===== src/rtl/jmsp_pkg.sv =====
// ----------------------------------------------------------------------------
// JPEG marker segment parser package
// Shared types, marker codes and event record for the parser front end,
// the event queue and the output stage.
// ----------------------------------------------------------------------------
`default_nettype none

package jmsp_pkg;

  // Luma blocks per MCU until an SOF0 segment says otherwise
  localparam logic [2:0] DEFAULT_LUMA_BLOCKS = 3'd2;

  // Marker and byte codes
  localparam logic [7:0] BYTE_FF    = 8'hFF;
  localparam logic [7:0] BYTE_00    = 8'h00;
  localparam logic [7:0] MK_SOI     = 8'hD8;
  localparam logic [7:0] MK_EOI     = 8'hD9;
  localparam logic [7:0] MK_SOF0    = 8'hC0;
  localparam logic [7:0] MK_DQT     = 8'hDB;
  localparam logic [7:0] MK_SOS     = 8'hDA;
  localparam logic [7:0] MK_RST0    = 8'hD0;
  localparam logic [7:0] MK_RST7    = 8'hD7;
  localparam logic [7:0] SAMP_H2V2  = 8'h22;
  localparam logic [7:0] SAMP_H2V1  = 8'h21;
  localparam logic [2:0] LUMA_H2V2  = 3'd4;
  localparam logic [2:0] LUMA_H2V1  = 3'd2;

  // Segment length handling
  localparam logic [15:0] LEN_FIELD_BYTES = 16'd2;

  // DQT body: a table-id byte opens every row of 65 bytes
  localparam int unsigned DQT_ROW_LEN = 65;
  localparam int unsigned DQT_CNT_W   = $clog2(DQT_ROW_LEN);
  localparam logic [DQT_CNT_W-1:0] DQT_ROW_LAST = DQT_CNT_W'(DQT_ROW_LEN - 1);

  // SOF0 body positions
  localparam logic [15:0] SOF_HEIGHT_HI = 16'd1;
  localparam logic [15:0] SOF_HEIGHT_LO = 16'd2;
  localparam logic [15:0] SOF_WIDTH_HI  = 16'd3;
  localparam logic [15:0] SOF_WIDTH_LO  = 16'd4;
  localparam logic [15:0] SOF_SAMPLING  = 16'd7;

  // Event queue depth
  localparam int unsigned QUEUE_DEPTH = 4;
  localparam int unsigned QUEUE_AW    = $clog2(QUEUE_DEPTH);

  typedef enum logic [3:0] {
    ST_SEARCH  = 4'd0,
    ST_SOI     = 4'd1,
    ST_FRAME   = 4'd2,
    ST_MARK    = 4'd3,
    ST_LEN1    = 4'd4,
    ST_LEN2    = 4'd5,
    ST_BODY    = 4'd6,
    ST_SCAN    = 4'd7,
    ST_SCAN_FF = 4'd8
  } parse_state_e;

  typedef enum logic [2:0] {
    EV_MARKER     = 3'd0,
    EV_SCAN_BYTE  = 3'd1,
    EV_SCAN_START = 3'd2,
    EV_RESTART    = 3'd3,
    EV_QUANT      = 3'd4
  } ev_kind_e;

  // Compact event record: one data byte whose meaning follows the kind
  typedef struct packed {
    ev_kind_e    kind;
    logic [7:0]  data;
    logic        quant_table;
    logic [5:0]  quant_index;
    logic [15:0] height;
    logic [15:0] width;
    logic [2:0]  luma;
  } event_t;

endpackage

`default_nettype wire


===== src/rtl/jmsp_front.sv =====
// ----------------------------------------------------------------------------
// JPEG marker segment parser front end
// Accepts one byte per cycle while accept_i is high, walks the marker segments
// and emits a compact event record for each byte that causes a result.
// ----------------------------------------------------------------------------
`default_nettype none

module jmsp_front (
  input  wire logic             clk_i,
  input  wire logic             rst_ni,
  input  wire logic             accept_i,
  input  wire logic [7:0]       data_byte_i,
  output jmsp_pkg::event_t      event_o,
  output logic                  event_valid_o
);

  jmsp_pkg::parse_state_e state_q, state_d;
  logic [7:0]  marker_q, marker_d;
  logic [15:0] len_q, len_d;
  logic [15:0] pos_q, pos_d;
  logic [jmsp_pkg::DQT_CNT_W-1:0] row_q, row_d;
  logic [7:0]  tid_q, tid_d;
  logic [15:0] height_q, height_d;
  logic [15:0] width_q, width_d;
  logic [2:0]  luma_q, luma_d;

  logic                 ev_valid;
  jmsp_pkg::ev_kind_e   ev_kind;
  logic [7:0]           ev_data;
  logic                 ev_qt;
  logic [5:0]           ev_qi;
  logic                 end_seg;
  logic [15:0]          full_len;
  logic [15:0]          pos_inc;
  logic [jmsp_pkg::DQT_CNT_W-1:0] row_idx;

  // Hold parser state
  always_ff @(posedge clk_i or negedge rst_ni) begin
    if (!rst_ni) begin
      state_q  <= jmsp_pkg::ST_SEARCH;
      marker_q <= '0;
      len_q    <= '0;
      pos_q    <= '0;
      row_q    <= '0;
      tid_q    <= '0;
      height_q <= '0;
      width_q  <= '0;
      luma_q   <= jmsp_pkg::DEFAULT_LUMA_BLOCKS;
    end else begin
      state_q  <= state_d;
      marker_q <= marker_d;
      len_q    <= len_d;
      pos_q    <= pos_d;
      row_q    <= row_d;
      tid_q    <= tid_d;
      height_q <= height_d;
      width_q  <= width_d;
      luma_q   <= luma_d;
    end
  end

  assign full_len = {len_q[15:8], data_byte_i};
  assign pos_inc  = pos_q + 16'd1;
  assign row_idx  = row_q - jmsp_pkg::DQT_CNT_W'(1);

  // Next state and event decode
  always_comb begin
    state_d  = state_q;
    marker_d = marker_q;
    len_d    = len_q;
    pos_d    = pos_q;
    row_d    = row_q;
    tid_d    = tid_q;
    height_d = height_q;
    width_d  = width_q;
    luma_d   = luma_q;
    ev_valid = 1'b0;
    ev_kind  = jmsp_pkg::EV_MARKER;
    ev_data  = '0;
    ev_qt    = 1'b0;
    ev_qi    = '0;
    end_seg  = 1'b0;

    if (accept_i) begin
      case (state_q)
        jmsp_pkg::ST_SOI: begin
          if (data_byte_i == jmsp_pkg::MK_SOI) begin
            ev_valid = 1'b1;
            ev_data  = data_byte_i;
            state_d  = jmsp_pkg::ST_FRAME;
          end else begin
            state_d = jmsp_pkg::ST_SEARCH;
          end
        end
        jmsp_pkg::ST_FRAME: begin
          state_d = (data_byte_i == jmsp_pkg::BYTE_FF) ? jmsp_pkg::ST_MARK
                                                        : jmsp_pkg::ST_SEARCH;
        end
        jmsp_pkg::ST_MARK: begin
          ev_valid = 1'b1;
          ev_data  = data_byte_i;
          if (data_byte_i == jmsp_pkg::MK_SOI) begin
            state_d = jmsp_pkg::ST_FRAME;
          end else if (data_byte_i == jmsp_pkg::MK_EOI ||
                       data_byte_i == jmsp_pkg::BYTE_00) begin
            state_d = jmsp_pkg::ST_SEARCH;
          end else begin
            marker_d = data_byte_i;
            state_d  = jmsp_pkg::ST_LEN1;
          end
        end
        jmsp_pkg::ST_LEN1: begin
          len_d   = {data_byte_i, 8'h00};
          state_d = jmsp_pkg::ST_LEN2;
        end
        jmsp_pkg::ST_LEN2: begin
          pos_d = '0;
          row_d = '0;
          if (full_len <= jmsp_pkg::LEN_FIELD_BYTES) begin
            len_d   = '0;
            end_seg = 1'b1;
          end else begin
            len_d   = full_len - jmsp_pkg::LEN_FIELD_BYTES;
            state_d = jmsp_pkg::ST_BODY;
          end
        end
        jmsp_pkg::ST_BODY: begin
          if (marker_q == jmsp_pkg::MK_DQT) begin
            // Table-id byte opens each row; entries follow
            if (row_q == '0) begin
              tid_d = data_byte_i;
            end else if (tid_q[7:1] == 7'd0) begin
              ev_valid = 1'b1;
              ev_kind  = jmsp_pkg::EV_QUANT;
              ev_data  = data_byte_i;
              ev_qt    = tid_q[0];
              ev_qi    = row_idx[5:0];
            end
          end else if (marker_q == jmsp_pkg::MK_SOF0) begin
            case (pos_q)
              jmsp_pkg::SOF_HEIGHT_HI: height_d = {data_byte_i, height_q[7:0]};
              jmsp_pkg::SOF_HEIGHT_LO: height_d = {height_q[15:8], data_byte_i};
              jmsp_pkg::SOF_WIDTH_HI:  width_d  = {data_byte_i, width_q[7:0]};
              jmsp_pkg::SOF_WIDTH_LO:  width_d  = {width_q[15:8], data_byte_i};
              jmsp_pkg::SOF_SAMPLING: begin
                if (data_byte_i == jmsp_pkg::SAMP_H2V2) begin
                  luma_d = jmsp_pkg::LUMA_H2V2;
                end else if (data_byte_i == jmsp_pkg::SAMP_H2V1) begin
                  luma_d = jmsp_pkg::LUMA_H2V1;
                end
              end
              default: ;
            endcase
          end
          pos_d = pos_inc;
          row_d = (row_q == jmsp_pkg::DQT_ROW_LAST) ? '0
                                                    : row_q + jmsp_pkg::DQT_CNT_W'(1);
          if (pos_inc >= len_q) begin
            end_seg = 1'b1;
          end
        end
        jmsp_pkg::ST_SCAN: begin
          if (data_byte_i == jmsp_pkg::BYTE_FF) begin
            state_d = jmsp_pkg::ST_SCAN_FF;
          end else begin
            ev_valid = 1'b1;
            ev_kind  = jmsp_pkg::EV_SCAN_BYTE;
            ev_data  = data_byte_i;
          end
        end
        jmsp_pkg::ST_SCAN_FF: begin
          ev_valid = 1'b1;
          if (data_byte_i == jmsp_pkg::BYTE_00) begin
            // Drop the stuffed zero and pass the 0xFF on
            ev_kind = jmsp_pkg::EV_SCAN_BYTE;
            ev_data = jmsp_pkg::BYTE_FF;
            state_d = jmsp_pkg::ST_SCAN;
          end else if (data_byte_i inside {[jmsp_pkg::MK_RST0:jmsp_pkg::MK_RST7]}) begin
            ev_kind = jmsp_pkg::EV_RESTART;
            ev_data = data_byte_i;
            state_d = jmsp_pkg::ST_SCAN;
          end else begin
            ev_data = data_byte_i;
            state_d = jmsp_pkg::ST_SEARCH;
          end
        end
        default: begin
          state_d = (data_byte_i == jmsp_pkg::BYTE_FF) ? jmsp_pkg::ST_SOI
                                                        : jmsp_pkg::ST_SEARCH;
        end
      endcase

      // Close the segment: SOS opens the scan, others return between segments
      if (end_seg) begin
        if (marker_q == jmsp_pkg::MK_SOS) begin
          state_d  = jmsp_pkg::ST_SCAN;
          ev_valid = 1'b1;
          ev_kind  = jmsp_pkg::EV_SCAN_START;
          ev_data  = '0;
        end else begin
          state_d = jmsp_pkg::ST_FRAME;
        end
      end
    end
  end

  // Pack the event with the frame fields as updated by this byte
  always_comb begin
    event_o.kind        = ev_kind;
    event_o.data        = ev_data;
    event_o.quant_table = ev_qt;
    event_o.quant_index = ev_qi;
    event_o.height      = height_d;
    event_o.width       = width_d;
    event_o.luma        = luma_d;
  end

  assign event_valid_o = ev_valid;

endmodule

`default_nettype wire


===== src/rtl/jmsp_queue.sv =====
// ----------------------------------------------------------------------------
// JPEG marker segment parser event queue
// Short register FIFO between the parser front end and the output stage.
// ----------------------------------------------------------------------------
`default_nettype none

module jmsp_queue (
  input  wire logic              clk_i,
  input  wire logic              rst_ni,
  input  wire logic              push_i,
  input  wire jmsp_pkg::event_t  push_data_i,
  input  wire logic              pop_i,
  output jmsp_pkg::event_t       head_o,
  output logic                   empty_o,
  output logic                   full_o
);

  jmsp_pkg::event_t entry_q [jmsp_pkg::QUEUE_DEPTH];
  logic [jmsp_pkg::QUEUE_AW-1:0] wr_ptr_q, wr_ptr_d;
  logic [jmsp_pkg::QUEUE_AW-1:0] rd_ptr_q, rd_ptr_d;
  logic [jmsp_pkg::QUEUE_AW:0]   count_q, count_d;

  // Store pushed events
  always_ff @(posedge clk_i) begin
    if (push_i) begin
      entry_q[wr_ptr_q] <= push_data_i;
    end
  end

  // Advance pointers and occupancy
  always_comb begin
    wr_ptr_d = push_i ? wr_ptr_q + jmsp_pkg::QUEUE_AW'(1) : wr_ptr_q;
    rd_ptr_d = pop_i  ? rd_ptr_q + jmsp_pkg::QUEUE_AW'(1) : rd_ptr_q;
    count_d  = count_q;
    if (push_i && !pop_i) begin
      count_d = count_q + (jmsp_pkg::QUEUE_AW+1)'(1);
    end else if (pop_i && !push_i) begin
      count_d = count_q - (jmsp_pkg::QUEUE_AW+1)'(1);
    end
  end

  always_ff @(posedge clk_i or negedge rst_ni) begin
    if (!rst_ni) begin
      wr_ptr_q <= '0;
      rd_ptr_q <= '0;
      count_q  <= '0;
    end else begin
      wr_ptr_q <= wr_ptr_d;
      rd_ptr_q <= rd_ptr_d;
      count_q  <= count_d;
    end
  end

  assign head_o  = entry_q[rd_ptr_q];
  assign empty_o = (count_q == '0);
  assign full_o  = (count_q == (jmsp_pkg::QUEUE_AW+1)'(jmsp_pkg::QUEUE_DEPTH));

  // Occupancy never exceeds the depth
  a_count_bound: assert property (@(posedge clk_i) disable iff (!rst_ni)
    count_q <= (jmsp_pkg::QUEUE_AW+1)'(jmsp_pkg::QUEUE_DEPTH))
    else $error("event queue overfilled");

  // No pop from an empty queue
  a_no_underflow: assert property (@(posedge clk_i) disable iff (!rst_ni)
    pop_i |-> !empty_o)
    else $error("event queue popped while empty");

  // No push into a full queue unless a pop frees a slot
  a_no_overflow: assert property (@(posedge clk_i) disable iff (!rst_ni)
    (push_i && !pop_i) |-> !full_o)
    else $error("event queue pushed while full");

  // Pointers stay consistent with occupancy
  a_ptr_count: assert property (@(posedge clk_i) disable iff (!rst_ni)
    (count_q == '0) |-> (wr_ptr_q == rd_ptr_q))
    else $error("event queue pointers disagree with count");

endmodule

`default_nettype wire


===== src/rtl/jmsp_back.sv =====
// ----------------------------------------------------------------------------
// JPEG marker segment parser output stage
// Pulls events from the queue into an output register and expands the
// compact record into the result fields.
// ----------------------------------------------------------------------------
`default_nettype none

module jmsp_back (
  input  wire logic              clk_i,
  input  wire logic              rst_ni,
  input  wire jmsp_pkg::event_t  head_i,
  input  wire logic              empty_i,
  output logic                   pop_o,
  output logic                   out_valid_o,
  input  wire logic              out_ready_i,
  output logic [2:0]             event_kind_o,
  output logic [7:0]             marker_code_o,
  output logic [7:0]             scan_byte_o,
  output logic                   quant_table_o,
  output logic [5:0]             quant_index_o,
  output logic [7:0]             quant_value_o,
  output logic [15:0]            image_height_o,
  output logic [15:0]            image_width_o,
  output logic [2:0]             luma_blocks_o
);

  logic             valid_q, valid_d;
  jmsp_pkg::event_t ev_q;
  logic             is_marker;

  // Load when the register is free or being emptied
  assign pop_o   = !empty_i && (!valid_q || out_ready_i);
  assign valid_d = pop_o ? 1'b1 : (out_ready_i ? 1'b0 : valid_q);

  always_ff @(posedge clk_i or negedge rst_ni) begin
    if (!rst_ni) begin
      valid_q <= 1'b0;
    end else begin
      valid_q <= valid_d;
    end
  end

  always_ff @(posedge clk_i) begin
    if (pop_o) begin
      ev_q <= head_i;
    end
  end

  // Route the data byte to the field its kind names
  assign is_marker = (ev_q.kind == jmsp_pkg::EV_MARKER) ||
                     (ev_q.kind == jmsp_pkg::EV_RESTART);

  assign out_valid_o    = valid_q;
  assign event_kind_o   = ev_q.kind;
  assign marker_code_o  = is_marker ? ev_q.data : 8'h00;
  assign scan_byte_o    = (ev_q.kind == jmsp_pkg::EV_SCAN_BYTE) ? ev_q.data : 8'h00;
  assign quant_value_o  = (ev_q.kind == jmsp_pkg::EV_QUANT) ? ev_q.data : 8'h00;
  assign quant_table_o  = ev_q.quant_table;
  assign quant_index_o  = ev_q.quant_index;
  assign image_height_o = ev_q.height;
  assign image_width_o  = ev_q.width;
  assign luma_blocks_o  = ev_q.luma;

endmodule

`default_nettype wire


===== src/rtl/jpeg_marker_segment_parser.sv =====
// ----------------------------------------------------------------------------
// JPEG marker segment parser
// Byte-stream parser for baseline JPEG: SOI search, segment walk, DQT entry
// writes, SOF0 frame fields, scan byte unstuffing and restart markers.
// ----------------------------------------------------------------------------
// Usage:
//   Input channel (in_valid_i / in_ready_o / data_byte_i) takes one file byte
//   per transaction. Output channel (out_valid_o / out_ready_i and the result
//   fields) gives at most one event per byte, in byte order.
//   Throughput: one byte per cycle, sustained, while the receiver keeps up.
//   An event caused by an accepted byte is written into the event queue and
//   is then loaded into the output register that drives the outputs.
//   The parser front end writes events into a four-entry queue; the output
//   register drains it. When the receiver stalls, the queue fills and
//   in_ready_o drops only once all four entries hold events; bytes that
//   cause no event still need a free entry to be taken.
//   Reset clears the parser to the SOI search, frame fields to zero, luma
//   blocks to two, and empties the queue and the output register.
// ----------------------------------------------------------------------------
`default_nettype none

module jpeg_marker_segment_parser (
  input  wire logic        clk_i,
  input  wire logic        rst_ni,
  input  wire logic        in_valid_i,
  output logic             in_ready_o,
  input  wire logic [7:0]  data_byte_i,
  output logic             out_valid_o,
  input  wire logic        out_ready_i,
  output logic [2:0]       event_kind_o,
  output logic [7:0]       marker_code_o,
  output logic [7:0]       scan_byte_o,
  output logic             quant_table_o,
  output logic [5:0]       quant_index_o,
  output logic [7:0]       quant_value_o,
  output logic [15:0]      image_height_o,
  output logic [15:0]      image_width_o,
  output logic [2:0]       luma_blocks_o
);

  logic             accept;
  logic             ev_valid;
  jmsp_pkg::event_t ev;
  jmsp_pkg::event_t head;
  logic             q_empty;
  logic             q_full;
  logic             q_pop;

  // Take a byte whenever the queue has room for its event
  assign in_ready_o = !q_full;
  assign accept     = in_valid_i && in_ready_o;

  jmsp_front u_front (
    .clk_i         (clk_i),
    .rst_ni        (rst_ni),
    .accept_i      (accept),
    .data_byte_i   (data_byte_i),
    .event_o       (ev),
    .event_valid_o (ev_valid)
  );

  jmsp_queue u_queue (
    .clk_i       (clk_i),
    .rst_ni      (rst_ni),
    .push_i      (ev_valid),
    .push_data_i (ev),
    .pop_i       (q_pop),
    .head_o      (head),
    .empty_o     (q_empty),
    .full_o      (q_full)
  );

  jmsp_back u_back (
    .clk_i          (clk_i),
    .rst_ni         (rst_ni),
    .head_i         (head),
    .empty_i        (q_empty),
    .pop_o          (q_pop),
    .out_valid_o    (out_valid_o),
    .out_ready_i    (out_ready_i),
    .event_kind_o   (event_kind_o),
    .marker_code_o  (marker_code_o),
    .scan_byte_o    (scan_byte_o),
    .quant_table_o  (quant_table_o),
    .quant_index_o  (quant_index_o),
    .quant_value_o  (quant_value_o),
    .image_height_o (image_height_o),
    .image_width_o  (image_width_o),
    .luma_blocks_o  (luma_blocks_o)
  );

endmodule

`default_nettype wire

===== config.mk =====
export PLATFORM = sky130hd
export DESIGN_NAME = jpeg_marker_segment_parser
export DESIGN_NICKNAME = d
export VERILOG_FILES = /design/src/rtl/jmsp_pkg.sv /design/src/rtl/jmsp_front.sv /design/src/rtl/jmsp_queue.sv /design/src/rtl/jmsp_back.sv /design/src/rtl/jpeg_marker_segment_parser.sv
export SDC_FILE = /design/constraint.sdc
export NUM_CORES = 1
export LEC_CHECK = 0
export ABC_AREA = 1
export BUFFER_PORTS_ARGS = -buffer_cell sky130_fd_sc_hd__buf_2
export CAP_MARGIN = 20
export CORE_MARGIN = 5
export CORE_UTILIZATION = 25
export DETAILED_ROUTE_END_ITERATION = 16
export PLACE_DENSITY = 0.4
export SYNTH_ARGS = -nofsm -noshare
export SYNTH_HDL_FRONTEND = slang
export SYNTH_SLANG_ARGS = --single-unit

===== constraint.sdc =====
create_clock -name clk_i -period 7.4 [get_ports clk_i]
set_clock_uncertainty 0.05 [all_clocks]
set_input_delay 0 -clock clk_i [delete_from_list [all_inputs] [get_ports clk_i]]
set_output_delay 0 -clock clk_i [all_outputs]
set_load 0.005 [all_outputs]

# Word level (Yosys, flattened, before mapping)
# Memory sizes are Yosys's and may differ from the RTL's. A register that Yosys moved wholly into a read port is not among the register bits.
# Cells that the tools add are included.
[word_totals] register_bits=102 ramBits=212 input_bits=12 output_inout_bits=71 word_cells=171 memories=1
[op_classes] add_sub_neg=8 order_cmp=4 eq_ne=29 mux=86 n_bitwise=2 reduce_logical=28
[memory_table] memory="u_queue.entry_q" depth=4 word_bits=53 read_ports=1 rd_clocked_by_memory_dff=1 write_ports=1 line="jmsp_queue.sv:18" source="jmsp_pkg::event_t entry_q [jmsp_pkg::QUEUE_DEPTH];"
[ops] cell="2-to-1 mux 16 bit" count=9
[ops] cell="one-hot mux 16 bit (2 select lines)" count=4
[ops] cell="2-to-1 mux 8 bit" count=12
[ops] cell="2-to-1 mux 3 bit" count=19
[ops] cell="== test 8 bit, second input constant" count=6
[ops] cell="one-hot mux 8 bit (5 select lines)" count=1
[ops] cell="== test 16 x 2 -> 1 bit, second input constant" count=2
[ops] cell="== test 16 x 3 -> 1 bit, second input constant" count=2
[ops] cell="one-hot mux 4 bit (8 select lines)" count=1
[ops] cell="2-to-1 mux 6 bit" count=5
[ops] cell="2-to-1 mux 1 bit" count=22
[ops] cell="2-to-1 mux 4 bit" count=5
[ops] cell="adder 16 x 1 -> 16 bit, second input constant" count=1
[ops] cell="== test 16 x 1 -> 1 bit, second input constant" count=1
[ops] cell="== test 4 x 3 -> 1 bit, second input constant" count=4
[ops] cell="== test 8 x 6 -> 1 bit, second input constant" count=2
[ops] cell=">= comparator 16 bit" count=1
[ops] cell="less-or-equal comparator 16 x 2 -> 1 bit, second input constant" count=1
[ops] cell="subtractor 16 x 2 -> 16 bit, second input constant" count=1
[ops] cell="logical NOT 7 bit" count=2
[ops] cell="one-hot mux 7 bit (2 select lines)" count=1
[ops] cell="AND reduction 4 bit" count=3
[ops] cell="one-hot mux 3 bit (3 select lines)" count=1
[ops] cell="== test 4 x 2 -> 1 bit, second input constant" count=2
[ops] cell="29 further kinds" count=49

# Depth between registers and ports, before layout
# Gate-level depths: netlist of run 1.
[logic_depth] ltp_word=12 depth_mapped=27 mapped_depth_nobuf=27

# Modules after synthesis
# A second synthesis of run 1 with hierarchy kept.
[hier_totals] hier_cells=1540 area_unflattened_um2=16819.9
[by_module_without_submodules] module="jmsp_queue" n_inst=1 cells_each=666 area_each_um2=9171.3 seq_area_each_um2=6541.3
[by_module_without_submodules] module="jmsp_front" n_inst=1 cells_each=729 area_each_um2=5512.8 seq_area_each_um2=2353.5
[by_module_without_submodules] module="jmsp_back" n_inst=1 cells_each=142 area_each_um2=2122.0 seq_area_each_um2=1616.6
[by_module_without_submodules] module="jpeg_marker_segment_parser" n_inst=1 cells_each=3 area_each_um2=13.8 seq_area_each_um2=0.0

# Least setup slack after synthesis of run 1
# No wires, ideal clock.
[synth_timing] path_type="flip-flop to flip-flop" start="register u_front.pos_q[0]" end="memory u_queue.entry_q[0][0] (netlist name) (enable)" setup_ns=0.464 arrival_time_ns=4.926 t_required_ns=6.886 setup_slack_ns=1.960 path_stages_with_launch=19 path_buffers=0 synth_period_minus_slack_ns=5.440 path_cell_list="dfrtp_1 -> ha_1 -> inv_1 -> nor3_1 -> nand4_1 -> nor2_1 -> nand2_1 -> nand2_1 -> inv_1 -> ha_1 -> nand2_1 -> o21ai_0 -> a21oi_1 -> nand2_1 -> nand2_1 -> nand2_1 -> nand2_1 -> nand3_4 -> nor2_1"
[synth_via] elab_chain_cells=9
[synth_rtl] element="from (decl)" line="jmsp_front.sv:20" source="logic [15:0] pos_q, pos_d;"
[synth_rtl] element="from (signal assigned)" line="jmsp_front.sv:53" source="pos_q <= pos_d;"
[synth_rtl] element="adder 16 x 1 -> 16 bit" line="jmsp_front.sv:63" source="assign pos_inc = pos_q + 16'd1;"
[synth_rtl] element=">= comparator 16 bit" line="jmsp_front.sv:158" source="if (pos_inc >= len_q) begin"
[synth_rtl] element="2-to-1 mux 1 bit" line="jmsp_front.sv:158"
[synth_rtl] element="one-hot mux 1 bit (2 select lines)" line="jmsp_front.sv:85" source="case (state_q)"
[synth_rtl] element="2-to-1 mux 1 bit" line="jmsp_front.sv:84" source="if (accept_i) begin"
[synth_rtl] element="2-to-1 mux 1 bit" line="jmsp_front.sv:194" source="if (end_seg) begin"
[synth_rtl] element="2-to-1 mux 1 bit" line="jmsp_front.sv:84"
[synth_rtl] element="2-to-1 mux 1 bit" line="jmsp_queue.sv:25" source="if (push_i) begin"
[synth_rtl] element="2-to-1 mux 1 bit (not written as such)" line="jmsp_queue.sv:26" source="entry_q[wr_ptr_q] <= push_data_i;"
[synth_rtl] element="to (decl)" line="jmsp_queue.sv:18"
# Every way passes these cells. The select of a mux whose other input is x is not followed.

# Worst setup path in the final report of run 1
[layout_timing] start="register u_front.pos_q[0]" end="memory u_queue.entry_q[0][35] (netlist name) (enable)"
# The elaborated chain is that of the path after synthesis.

==> results of run 1 <==
Yosys cell counts, types with 2 or more instances:
library cell	n	share of area
sky130_fd_sc_hd__buf_6	4	0.0028
sky130_fd_sc_hd__nand3_1	32	0.010
sky130_fd_sc_hd__nor2_8	2	0.0025
sky130_fd_sc_hd__xnor2_1	4	0.0022
sky130_fd_sc_hd__and3_1	2	0.00078
sky130_fd_sc_hd__nand2_4	2	0.0014
sky130_fd_sc_hd__nand2_1	177	0.042
sky130_fd_sc_hd__nor2_1	209	0.049
sky130_fd_sc_hd__xor2_1	25	0.014
sky130_fd_sc_hd__nand3_2	3	0.0019
sky130_fd_sc_hd__o21ai_2	8	0.0044
sky130_fd_sc_hd__nor2_4	2	0.0014
sky130_fd_sc_hd__inv_1	121	0.028
sky130_fd_sc_hd__a21oi_1	22	0.0069
sky130_fd_sc_hd__inv_2	4	0.00094
sky130_fd_sc_hd__a22oi_1	3	0.0014
sky130_fd_sc_hd__o221ai_1	2	0.0011
sky130_fd_sc_hd__nand2_2	2	0.00078
sky130_fd_sc_hd__nor3_2	2	0.0013
sky130_fd_sc_hd__o21ai_0	178	0.056
sky130_fd_sc_hd__a31oi_1	3	0.0012
sky130_fd_sc_hd__edfxtp_1	265	0.50
sky130_fd_sc_hd__o211ai_1	2	0.00094
sky130_fd_sc_hd__nor3b_1	2	0.00094
sky130_fd_sc_hd__ha_1	30	0.024
sky130_fd_sc_hd__buf_4	48	0.023
sky130_fd_sc_hd__nor3_1	13	0.0041
sky130_fd_sc_hd__a41oi_1	2	0.0011
sky130_fd_sc_hd__o21ai_1	6	0.0019
sky130_fd_sc_hd__nand4_1	18	0.0071
sky130_fd_sc_hd__nor4_1	4	0.0016
sky130_fd_sc_hd__nand3b_1	4	0.0019
sky130_fd_sc_hd__dfrtp_1	101	0.16
sky130_fd_sc_hd__o22ai_1	73	0.029
sky130_fd_sc_hd__clkbuf_1	39	0.0092
routing by layer:
metal,up-vias,track usage
li1,5048,-
met1,5185,0.1669
met2,219,0.1918
met3,70,0.02378
met4,0,0.02925
met5,-,0
state kept, by name, summed over array words and instances, names as in the netlist, 4 cells and up:
signal	flops
u_front.state_q	4
u_back.ev_q	8
u_back.quant_index_o	6
u_front.row_q	7
u_front.tid_q	8
u_front.len_q	16
u_front.height_q	16
u_front.width_q	16
u_back.image_width_o	16
u_front.marker_q	8
u_queue.entry_q	212
u_back.image_height_o	16
u_front.pos_q	16
final cells by class:
type,instances,area (sq um)
clock buffer,57,1169
antenna,1,2.502
timing repair buffer,104,603.1
inverter,127,478.0
clock inverter,21,284.0
multi-input combinational,842,4459
tap,846,1059
fill,6523,44630
sequential,367,10510
worst min-delay path by stage:
| stage | startpoint | to | depth (start not counted) |
|---|---|---|---|
| floorplan | rst_ni | u_back.out_valid_o | 0 |
| global placement | rst_ni | u_back.out_valid_o | 1 |
| detailed placement | rst_ni | u_back.out_valid_o | 1 |
| CTS | rst_ni | u_front.len_q[8] | 2 |
| global route | rst_ni | u_back.out_valid_o | 2 |
| finish | rst_ni | u_back.out_valid_o | 2 |
kinds of logic (layout without fill, tap and decap cells):
kind of cell / count (synthesis) / in the layout / synth area share
AND/OR/NAND/NOR: 480 / 480 / 0.1309
flip-flops: 367 / 367 / 0.6582
AO/OA/AOI/OAI: 302 / 302 / 0.1048
buffers and inverters: 221 / 309 / 0.06534
adder cells (fa/ha/maj): 31 / 31 / 0.02476
XOR/XNOR: 29 / 29 / 0.01591
other: 0 / 1 / 0
power by group through the flow:
stage | logic [mW] | clock network, mW | registers, mW
2_1_floorplan | 0.835 | 0 | 2.53
3_3_place_gp | 1.17 | 0 | 2.58
3_5_place_dp | 1.18 | 0 | 2.59
4_1_cts | 1.18 | 2.26 | 2.55
5_1_grt | 1.27 | 2.36 | 2.56
6_report | 1.13 | 2.19 | 2.53
repair_timing:
action | CTS | global route
hold buffers | 10 | 0
endpoints found under the hold margin | 63 | 0
endpoints found under the setup margin | 0 | 0
buffers inserted | 0 | 0
==> impl_results.html, run 1 <==
<table>
<tr><th>Metric</th><th>Value</th></tr>
<tr><th colspan="2">Place</th></tr>
<tr><td>Port buffer count</td><td>82</td></tr>
<tr><td>DP Worst Slack</td><td>around 2.3 ns</td></tr>
<tr><td>Post-DP HPWL</td><td>approximately 27 mm</td></tr>
<tr><td>Post-Place Cell Area</td><td>roughly 17,000 sq um</td></tr>
<tr><td>Placer's final routability congestion estimate</td><td>approximately 0.83</td></tr>
<tr><td>Total placed cells including tap cells</td><td>between 2,000 and 2,500</td></tr>
<tr><th colspan="2">Setup path</th></tr>
<tr><td>Class of the most critical setup path</td><td>flip-flop to flip-flop</td></tr>
<tr><td>Critical path endpoint</td><td>u_queue.entry_q[0][35]</td></tr>
<tr><td>Dominant cell type by count on the critical path</td><td>sky130_fd_sc_hd__nand2_1</td></tr>
<tr><td>Cell-by-cell trace of the critical path</td><td>ha_1 -&gt; inv_1 -&gt; nor3_1 -&gt; nand4_1 -&gt; nor2_1 -&gt; nand2_1 -&gt; nand2_1 -&gt; inv_1 -&gt; ha_1 -&gt; nand2_1 -&gt; o21ai_0 -&gt; a21oi_1 -&gt; nand2_1 -&gt; nand2_1 -&gt; nand2_1 -&gt; nand2_1 -&gt; nand3_4 -&gt; nor2_4 -&gt; buf_4</td></tr>
<tr><td>Largest incremental delay on the critical path</td><td>approximately 0.6 ns</td></tr>
<tr><td>Worst setup startpoint</td><td>u_front.pos_q[0]</td></tr>
<tr><td>Cell family with most CP delay</td><td>simple AND/OR/NAND/NOR gates</td></tr>
<tr><td>Kind of start point of the critical path</td><td>flip-flop</td></tr>
<tr><td>Buf+Inv Stages, Crit Path</td><td>3</td></tr>
<tr><td>Terminus of the critical flop-to-flop path</td><td>u_queue.entry_q[0][35]</td></tr>
<tr><td>CP Data Required Time</td><td>roughly 7.6 ns</td></tr>
<tr><td>Launch point of the worst reg-to-reg path</td><td>u_front.pos_q[0]</td></tr>
<tr><td>Crit path capture type</td><td>flip-flop</td></tr>
<tr><td>Depth of the worst register-to-register path</td><td>19</td></tr>
<tr><td>Arrival time at the worst endpoint</td><td>about 5.2 ns</td></tr>
<tr><td>Largest fanout on the critical path</td><td>35</td></tr>
<tr><td>Crit path max-delay cell type</td><td>sky130_fd_sc_hd__buf_4</td></tr>
<tr><td>Path length in cells of the critical path</td><td>19</td></tr>
<tr><td>Flop-to-flop setup slack</td><td>2.31 ns</td></tr>
<tr><th colspan="2">Hold path</th></tr>
<tr><td>HP Class</td><td>input pin to asynchronous set/reset pin</td></tr>
<tr><th colspan="2">Synth</th></tr>
<tr><td>Post-synthesis area per instance</td><td>between 10 and 15 sq um</td></tr>
<tr><td>Synthesized flop and latch total</td><td>~370</td></tr>
<tr><td>Async set-or-reset flop fraction in the synthesized netlist</td><td>0.2779</td></tr>
<tr><td>Count of flip-flops with a built-in enable after synthesis</td><td>approximately 270</td></tr>
<tr><td>Net Count, Synth</td><td>1,473</td></tr>
<tr><td>Count of yosys warnings during synthesis</td><td>0</td></tr>
<tr><td>Unique masters post-synth</td><td>51</td></tr>
<tr><td>Synth Flop Type</td><td>sky130_fd_sc_hd__edfxtp_1</td></tr>
<tr><td>Fraction of the yosys area taken by sequential cells</td><td>0.6582</td></tr>
<tr><td>Combined area of all synthesized cells</td><td>approximately 16,000 sq um</td></tr>
<tr><td>Gate count of the mapped netlist</td><td>around 1,400</td></tr>
<tr><th colspan="2">Pwr</th></tr>
<tr><td>Max IR drop VDD</td><td>around 220 uV</td></tr>
<tr><td>Total power of the final layout</td><td>~5.9 mW</td></tr>
<tr><td>Net Sw Power</td><td>around 1.7 mW</td></tr>
<tr><td>Power per Cell Area</td><td>approximately 320 nW/um^2</td></tr>
<tr><td>Clock network fraction of total power</td><td>0.374</td></tr>
<tr><td>Leakage component of the power</td><td>just over 7 nW</td></tr>
<tr><td>Fraction of power spent switching nets</td><td>0.2941</td></tr>
<tr><td>Relative contribution of combinational cells to total power</td><td>0.192</td></tr>
<tr><td>Part of the power in registers</td><td>0.433</td></tr>
<tr><td>Total internal power</td><td>about 4.1 mW</td></tr>
<tr><th colspan="2">Final layout</th></tr>
<tr><td>Final Net Count</td><td>approximately 1,500</td></tr>
<tr><td>Share of cells above drive strength 1</td><td>0.1291</td></tr>
<tr><td>Final Cell Area</td><td>between 15,000 and 20,000 sq um</td></tr>
<tr><td>Most frequent standard cell in the layout excluding fill and tap cells</td><td>sky130_fd_sc_hd__edfxtp_1</td></tr>
<tr><td>Most used cells in the layout excluding fill and tap cells</td><td>sky130_fd_sc_hd__edfxtp_1 (265), sky130_fd_sc_hd__nor2_1 (205), sky130_fd_sc_hd__o21ai_0 (178)</td></tr>
<tr><td>Final core area utilization</td><td>0.2938</td></tr>
<tr><td>Area Overhead vs Synth</td><td>16.27%</td></tr>
<tr><td>Final standard cell count with taps included and fillers excluded</td><td>~2,400</td></tr>
<tr><th colspan="2">GRT</th></tr>
<tr><td>Wire length of the first global-routing pass</td><td>64.82 mm</td></tr>
<tr><td>Pin count of the biggest net entering global routing</td><td>73</td></tr>
<tr><td>Aggregate global-route resource usage</td><td>0.1194</td></tr>
<tr><td>Number of antenna violations at the first check in global routing</td><td>2</td></tr>
<tr><td>Number of global-route vias before repair</td><td>between 10,000 and 15,000</td></tr>
<tr><td>Congestion Overflow GR</td><td>0</td></tr>
<tr><th colspan="2">Drt</th></tr>
<tr><td>Post-route DRC violation count</td><td>0</td></tr>
<tr><td>Remaining number of nets flagged by the antenna check after routing</td><td>0</td></tr>
<tr><td>Routed wire length</td><td>approximately 42 mm</td></tr>
<tr><td>Vias per cell</td><td>between 4 and 5</td></tr>
<tr><td>Total met3 wirelength after detailed routing</td><td>~1.9 mm</td></tr>
<tr><td>First-pass iteration count of the detailed router</td><td>7</td></tr>
<tr><td>Wire per inst</td><td>between 15 and 20 um</td></tr>
<tr><td>Number of vias in the routed layout</td><td>between 10,000 and 15,000</td></tr>
<tr><td>DR top layer</td><td>met4</td></tr>
<tr><td>Total routed wire length on the met1 layer</td><td>around 20 mm</td></tr>
<tr><td>Total length of routed met2 wires</td><td>between 15 and 20 mm</td></tr>
<tr><td>Number of DRC markers in iteration 0</td><td>~720</td></tr>
<tr><th colspan="2">STA</th></tr>
<tr><td>Crit path time final</td><td>5.092 ns</td></tr>
<tr><td>Crit path setup slack, layout</td><td>2.308 ns</td></tr>
<tr><td>Slew @ Worst Pin</td><td>0.9194 ns</td></tr>
<tr><td>Worst slack on hold paths</td><td>-0.02035 ns</td></tr>
<tr><td>Number of endpoints with negative hold slack in the final report</td><td>19</td></tr>
<tr><td>RSZ-0062 raised after global routing</td><td>false</td></tr>
<tr><td>Setup violations, final</td><td>0</td></tr>
<tr><td>Total negative slack for setup checks</td><td>0 ns</td></tr>
<tr><td>F_max</td><td>between 150 and 200 MHz</td></tr>
<tr><td>Max-slew violation total from the final report</td><td>0</td></tr>
<tr><td>Final worst path period share</td><td>0.6882</td></tr>
<tr><td>Worst-case headroom to the max-slew limit</td><td>0.3857</td></tr>
<tr><th colspan="2">Clock tree</th></tr>
<tr><td>Insertion delay of the later-clocked pin in the worst-skew pair</td><td>0.57 ns</td></tr>
<tr><td>Buffer type at the clock tree root</td><td>sky130_fd_sc_hd__clkbuf_16</td></tr>
<tr><td>CTS Buf Count</td><td>43</td></tr>
<tr><td>CTS tree</td><td>done</td></tr>
<tr><td>Clock Sinks</td><td>367</td></tr>
<tr><td>Clock Pin Slew Worst Setup and Hold Paths</td><td>around 0.060 ns</td></tr>
<tr><td>CTS Buffer Depth</td><td>3</td></tr>
<tr><td>CTS HTree Levels</td><td>2</td></tr>
<tr><td>Post-CTS resize count</td><td>0</td></tr>
<tr><th colspan="2">Run status</th></tr>
<tr><td>Result of the run</td><td>finished with violations</td></tr>
<tr><td>Failing checks</td><td>hold timing</td></tr>
<tr><th colspan="2">Die</th></tr>
<tr><td>FP Rows</td><td>about 90</td></tr>
<tr><td>Placeable core region</td><td>63,200 sq um</td></tr>
<tr><td>Ports</td><td>83</td></tr>
<tr><td>Starting density of the core</td><td>0.2527</td></tr>
<tr><td>Die area</td><td>a little under 70,000 sq um</td></tr>
<tr><td>X dimension of the die</td><td>approximately 260 um</td></tr>
<tr><td>Die span in y</td><td>roughly 260 um</td></tr>
<tr><th colspan="2">Run</th></tr>
<tr><td>Reported max-cap violation count</td><td>0</td></tr>
</table>
Power figures use the tool's default switching activity.
==> run 2: changes to the inputs <==
Settings changed: ABC_AREA 1 to 0, PLACE_DENSITY 0.4 to 0.42.
Clock period 7.4 ns to 4.37 ns, I/O delays scaled along.
==> impl_results.html, run 2 <==
<table>
<tr><th>Metric</th><th>Value</th></tr>
<tr><th colspan="2">Drt</th></tr>
<tr><td>First-pass iteration count of the detailed router</td><td>5 (-2)</td></tr>
<tr><td>Post-route DRC violation count</td><td>0 (unchanged)</td></tr>
<tr><td>Number of vias in the routed layout</td><td>9,008 (-14%)</td></tr>
<tr><td>Remaining number of nets flagged by the antenna check after routing</td><td>0 (unchanged)</td></tr>
<tr><td>DR top layer</td><td>met4</td></tr>
<tr><td>Vias per cell</td><td>4.379 (-1.6%)</td></tr>
<tr><td>Wire per inst</td><td>18.33 um (+2.5%)</td></tr>
<tr><td>Total routed wire length on the met1 layer</td><td>17.08 mm (-15%)</td></tr>
<tr><td>Number of DRC markers in iteration 0</td><td>570 (-21%)</td></tr>
<tr><td>Total met3 wirelength after detailed routing</td><td>1.701 mm (-12%)</td></tr>
<tr><td>Total length of routed met2 wires</td><td>18.14 mm (-6.4%)</td></tr>
<tr><td>Routed wire length</td><td>37.70 mm (-11%)</td></tr>
<tr><th colspan="2">Synth</th></tr>
<tr><td>Fraction of the yosys area taken by sequential cells</td><td>0.6651 (+0.006826)</td></tr>
<tr><td>Post-synthesis area per instance</td><td>14.53 sq um (+30%)</td></tr>
<tr><td>Gate count of the mapped netlist</td><td>1,088 (-24%)</td></tr>
<tr><td>Area fraction of the dominant cell type after synthesis</td><td>0.5035 (+0.005168)</td></tr>
<tr><td>Count of yosys warnings during synthesis</td><td>0 (unchanged)</td></tr>
<tr><td>Net Count, Synth</td><td>1,131 (-23%)</td></tr>
<tr><td>Synth Flop Type</td><td>sky130_fd_sc_hd__edfxtp_1</td></tr>
<tr><td>Combined area of all synthesized cells</td><td>15,810 sq um (-1.0%)</td></tr>
<tr><td>Count of flip-flops with a built-in enable after synthesis</td><td>265 (unchanged)</td></tr>
<tr><td>Cell taking the most area after synthesis</td><td>sky130_fd_sc_hd__edfxtp_1</td></tr>
<tr><td>Async set-or-reset flop fraction in the synthesized netlist</td><td>0.2779 (unchanged)</td></tr>
<tr><td>Unique masters post-synth</td><td>71 (+39%)</td></tr>
<tr><td>Leading post-synthesis cells by instance count</td><td>sky130_fd_sc_hd__edfxtp_1 (265), sky130_fd_sc_hd__nand2_1 (103), sky130_fd_sc_hd__dfrtp_1 (101)</td></tr>
<tr><td>Library cell with the highest instance count after synthesis</td><td>sky130_fd_sc_hd__edfxtp_1</td></tr>
<tr><td>Synthesized flop and latch total</td><td>367 (unchanged)</td></tr>
<tr><td>Cell types with the largest area share after synthesis</td><td>sky130_fd_sc_hd__edfxtp_1 (50%), sky130_fd_sc_hd__dfrtp_1 (16%), sky130_fd_sc_hd__mux4_2 (7.6%)</td></tr>
<tr><th colspan="2">Clock tree</th></tr>
<tr><td>Insertion delay of the later-clocked pin in the worst-skew pair</td><td>0.55 ns (-0.02 ns)</td></tr>
<tr><td>CTS HTree Levels</td><td>2 (unchanged)</td></tr>
<tr><td>Clock Pin Slew Worst Setup and Hold Paths</td><td>0.06 ns (about the same)</td></tr>
<tr><td>CTS tree</td><td>done</td></tr>
<tr><td>CTS Buffer Depth</td><td>3 (unchanged)</td></tr>
<tr><td>Clock Sinks</td><td>367 (unchanged)</td></tr>
<tr><td>CTS Buf Count</td><td>41 (-4.7%)</td></tr>
<tr><td>Buffer type at the clock tree root</td><td>sky130_fd_sc_hd__clkbuf_16</td></tr>
<tr><th colspan="2">STA</th></tr>
<tr><td>F_max</td><td>240.9 MHz (+23%)</td></tr>
<tr><td>Max-slew violation total from the final report</td><td>0 (unchanged)</td></tr>
<tr><td>Setup violations, final</td><td>0 (unchanged)</td></tr>
<tr><td>Total negative slack for setup checks</td><td>0 ns (unchanged)</td></tr>
<tr><td>Crit path setup slack, layout</td><td>0.2186 ns (-2.089 ns)</td></tr>
<tr><td>Final worst path period share</td><td>0.9500 (+0.2618)</td></tr>
<tr><td>Worst slack on hold paths</td><td>0.02434 ns (+0.04469 ns)</td></tr>
<tr><td>Crit path time final</td><td>4.151 ns (-0.9410 ns)</td></tr>
<tr><td>Worst-case headroom to the max-slew limit</td><td>0.3540 (-0.03174)</td></tr>
<tr><td>Slew @ Worst Pin</td><td>0.9690 ns (+0.04960 ns)</td></tr>
<tr><td>RSZ-0062 raised after global routing</td><td>false</td></tr>
<tr><td>Number of endpoints with negative hold slack in the final report</td><td>0 (-19)</td></tr>
<tr><th colspan="2">Final layout</th></tr>
<tr><td>Final standard cell count with taps included and fillers excluded</td><td>2,057 (-13%)</td></tr>
<tr><td>Share of cells above drive strength 1</td><td>0.2554 (+0.1263)</td></tr>
<tr><td>Most frequent standard cell in the layout excluding fill and tap cells</td><td>sky130_fd_sc_hd__edfxtp_1</td></tr>
<tr><td>Final core area utilization</td><td>0.2992 (+0.005397)</td></tr>
<tr><td>Fillcell total</td><td>6,323 (-3.1%)</td></tr>
<tr><td>Seq. cell area</td><td>10,520 sq um (about the same)</td></tr>
<tr><td>Final Net Count</td><td>1,220 (-20%)</td></tr>
<tr><td>Area Overhead vs Synth</td><td>18.98%</td></tr>
<tr><td>Most used cells in the layout excluding fill and tap cells</td><td>sky130_fd_sc_hd__edfxtp_1 (265), sky130_fd_sc_hd__nand2_1 (102), sky130_fd_sc_hd__dfrtp_1 (95)</td></tr>
<tr><td>Largest register FFs</td><td>212 (unchanged)</td></tr>
<tr><td>Final Cell Area</td><td>18,800 sq um (+1.3%)</td></tr>
<tr><td>Top reg by flops</td><td>u_queue.entry_q</td></tr>
<tr><td>Area of the multi-input gates</td><td>4758 sq um (+6.7%)</td></tr>
<tr><th colspan="2">Place</th></tr>
<tr><td>Post-Place Cell Area</td><td>17,220 sq um (+1.2%)</td></tr>
<tr><td>DP Worst Slack</td><td>0.1138 ns (-2.149 ns)</td></tr>
<tr><td>Total placed cells including tap cells</td><td>1,961 (-14%)</td></tr>
<tr><td>Post-DP HPWL</td><td>24.42 mm (-8.6%)</td></tr>
<tr><td>Placer's final routability congestion estimate</td><td>0.8015 (-3.0%)</td></tr>
<tr><td>Port buffer count</td><td>82 (unchanged)</td></tr>
<tr><th colspan="2">Hold path</th></tr>
<tr><td>HP Class</td><td>input pin to asynchronous set/reset pin</td></tr>
<tr><th colspan="2">GRT</th></tr>
<tr><td>Congestion Overflow GR</td><td>0 (unchanged)</td></tr>
<tr><td>Wire length of the first global-routing pass</td><td>58.34 mm (-10%)</td></tr>
<tr><td>Pin count of the biggest net entering global routing</td><td>54 (-26%)</td></tr>
<tr><td>Number of antenna violations at the first check in global routing</td><td>0 (-2)</td></tr>
<tr><td>Number of global-route vias before repair</td><td>9,310 (-11%)</td></tr>
<tr><td>Aggregate global-route resource usage</td><td>0.1111 (-0.008320)</td></tr>
<tr><th colspan="2">Setup path</th></tr>
<tr><td>Kind of start point of the critical path</td><td>flip-flop</td></tr>
<tr><td>Crit path capture type</td><td>flip-flop</td></tr>
<tr><td>Largest fanout on the critical path</td><td>7 (-80%)</td></tr>
<tr><td>Class of the most critical setup path</td><td>flip-flop to flip-flop</td></tr>
<tr><td>CP Data Required Time</td><td>4.79 ns (-2.76 ns)</td></tr>
<tr><td>Arrival time at the worst endpoint</td><td>4.58 ns (-0.66 ns)</td></tr>
<tr><th colspan="2">Pwr</th></tr>
<tr><td>Total power of the final layout</td><td>10.73 mW (+83%)</td></tr>
<tr><td>Leakage component of the power</td><td>7.215 nW (-0.79%)</td></tr>
<tr><td>Power per Cell Area</td><td>570.7 nW/um^2 (+81%)</td></tr>
<tr><td>Max IR drop VDD</td><td>238.1 uV (+8.0%)</td></tr>
<tr><th colspan="2">Die</th></tr>
<tr><td>Placeable core region</td><td>62,850 sq um (-0.55%)</td></tr>
<tr><td>Starting density of the core</td><td>0.2515 (-0.001219)</td></tr>
<tr><td>Die span in y</td><td>261.4 um (-0.49%)</td></tr>
<tr><td>X dimension of the die</td><td>261.4 um (-0.49%)</td></tr>
<tr><td>Ports</td><td>83 (unchanged)</td></tr>
<tr><td>FP Rows</td><td>92 (unchanged)</td></tr>
<tr><td>Die area</td><td>68,350 sq um (-0.99%)</td></tr>
<tr><th colspan="2">Run</th></tr>
<tr><td>Reported max-cap violation count</td><td>0 (unchanged)</td></tr>
<tr><th colspan="2">Run status</th></tr>
<tr><td>Result of the run</td><td>finished, final reports clean</td></tr>
</table>
-- run 2: cell types whose count changed after synthesis, moves of 15 or more --
| cell | change |
|---|---|
| sky130_fd_sc_hd__o22ai_1 | -61 |
| sky130_fd_sc_hd__nor4_1 | +15 |
| sky130_fd_sc_hd__nor2_1 | -163 |
| sky130_fd_sc_hd__inv_1 | -81 |
| sky130_fd_sc_hd__mux2_2 | +26 |
| sky130_fd_sc_hd__mux4_2 | +53 |
| sky130_fd_sc_hd__and2_1 | +28 |
| sky130_fd_sc_hd__o21ai_0 | -124 |
| sky130_fd_sc_hd__nand2_1 | -74 |
-- run 2: worst max-delay path, stage by stage (launching register included) --
cell and delay [ns]:
sky130_fd_sc_hd__dfrtp_2 0.46, sky130_fd_sc_hd__ha_4 0.16, sky130_fd_sc_hd__nand2_2 0.07, sky130_fd_sc_hd__nor3_4 0.30, sky130_fd_sc_hd__and3_4 0.24, sky130_fd_sc_hd__xor2_1 0.06
sky130_fd_sc_hd__ha_1 0.31, sky130_fd_sc_hd__nand4_1 0.14, sky130_fd_sc_hd__or4_1 0.50, sky130_fd_sc_hd__o32a_1 0.41, sky130_fd_sc_hd__a21oi_4 0.21, sky130_fd_sc_hd__a22oi_4 0.07
sky130_fd_sc_hd__inv_2 0.08, sky130_fd_sc_hd__ha_4 0.13, sky130_fd_sc_hd__inv_1 0.05, sky130_fd_sc_hd__fa_2 0.38, sky130_fd_sc_hd__xor2_1 0.16, sky130_fd_sc_hd__nor2_1 0.13
sky130_fd_sc_hd__xor2_1 0.14
-- run 2: cells by family after synthesis --
group,count (synthesis),synth area share
simple gates,304,0.09927
compound gates,144,0.05660
flops,367,0.6651
xor+xnor,31,0.01718
mux,79,0.09405
fa+ha+maj,31,0.02502
buf+inv,132,0.04283
-- run 2: timing repair --
item / 4_1_cts / 5_1_grt
setup buffers: 0 / 8
hold buffers: 11 / 0
gates resized for setup: 0 / 19
endpoints found under the hold margin: 81 / 0
endpoints found under the setup margin: 0 / 2
-- run 2: layout make-up --
cell class                 instances  area share
sequential                       367      0.5595
multi-input combinational        589      0.2530
clock buffer                      55     0.06121
tap                              846     0.05629
timing repair buffer             138     0.05197
clock inverter                    21    0.009715
inverter                          40    0.008118
antenna                            1   0.0001331
-- run 2: power by group --
part / switching [mW] / internal, mW / leakage (nW) / total [mW]
registers: 0.523 / 4.37 / 3.97 / 4.89
clock network: 1.37 / 2.03 / 0.648 / 3.40
logic: 1.25 / 1.19 / 2.60 / 2.44
total: 3.14 / 7.59 / 7.21 / 10.7
-- run 2: worst paths after layout --
path / startpoint / to / depth (start not counted) / slack [ns]
setup / recovery: u_front.pos_q[0] / u_queue.count_q[2] / 18 / 0.22
hold / removal: rst_ni / u_front.row_q[0] / 2 / 0.02
setup reg to reg: u_front.pos_q[0] / u_queue.count_q[2] / 18 / 0.22
hold reg to reg: u_queue.count_q[2] / u_queue.count_q[2] / 1 / 0.46
max in group asynchronous: rst_ni / u_front.pos_q[0] / 3 / 3.18
min in group clk_i: out_ready_i / u_back.out_valid_o / 3 / 0.13
-- run 2: routing by layer --
metal | up-vias | GRT usage
met4 | 0 | 0.03051
li1 | 4204 | -
met5 | - | 0
met3 | 48 | 0.02208
met1 | 4547 | 0.1494
met2 | 209 | 0.1841
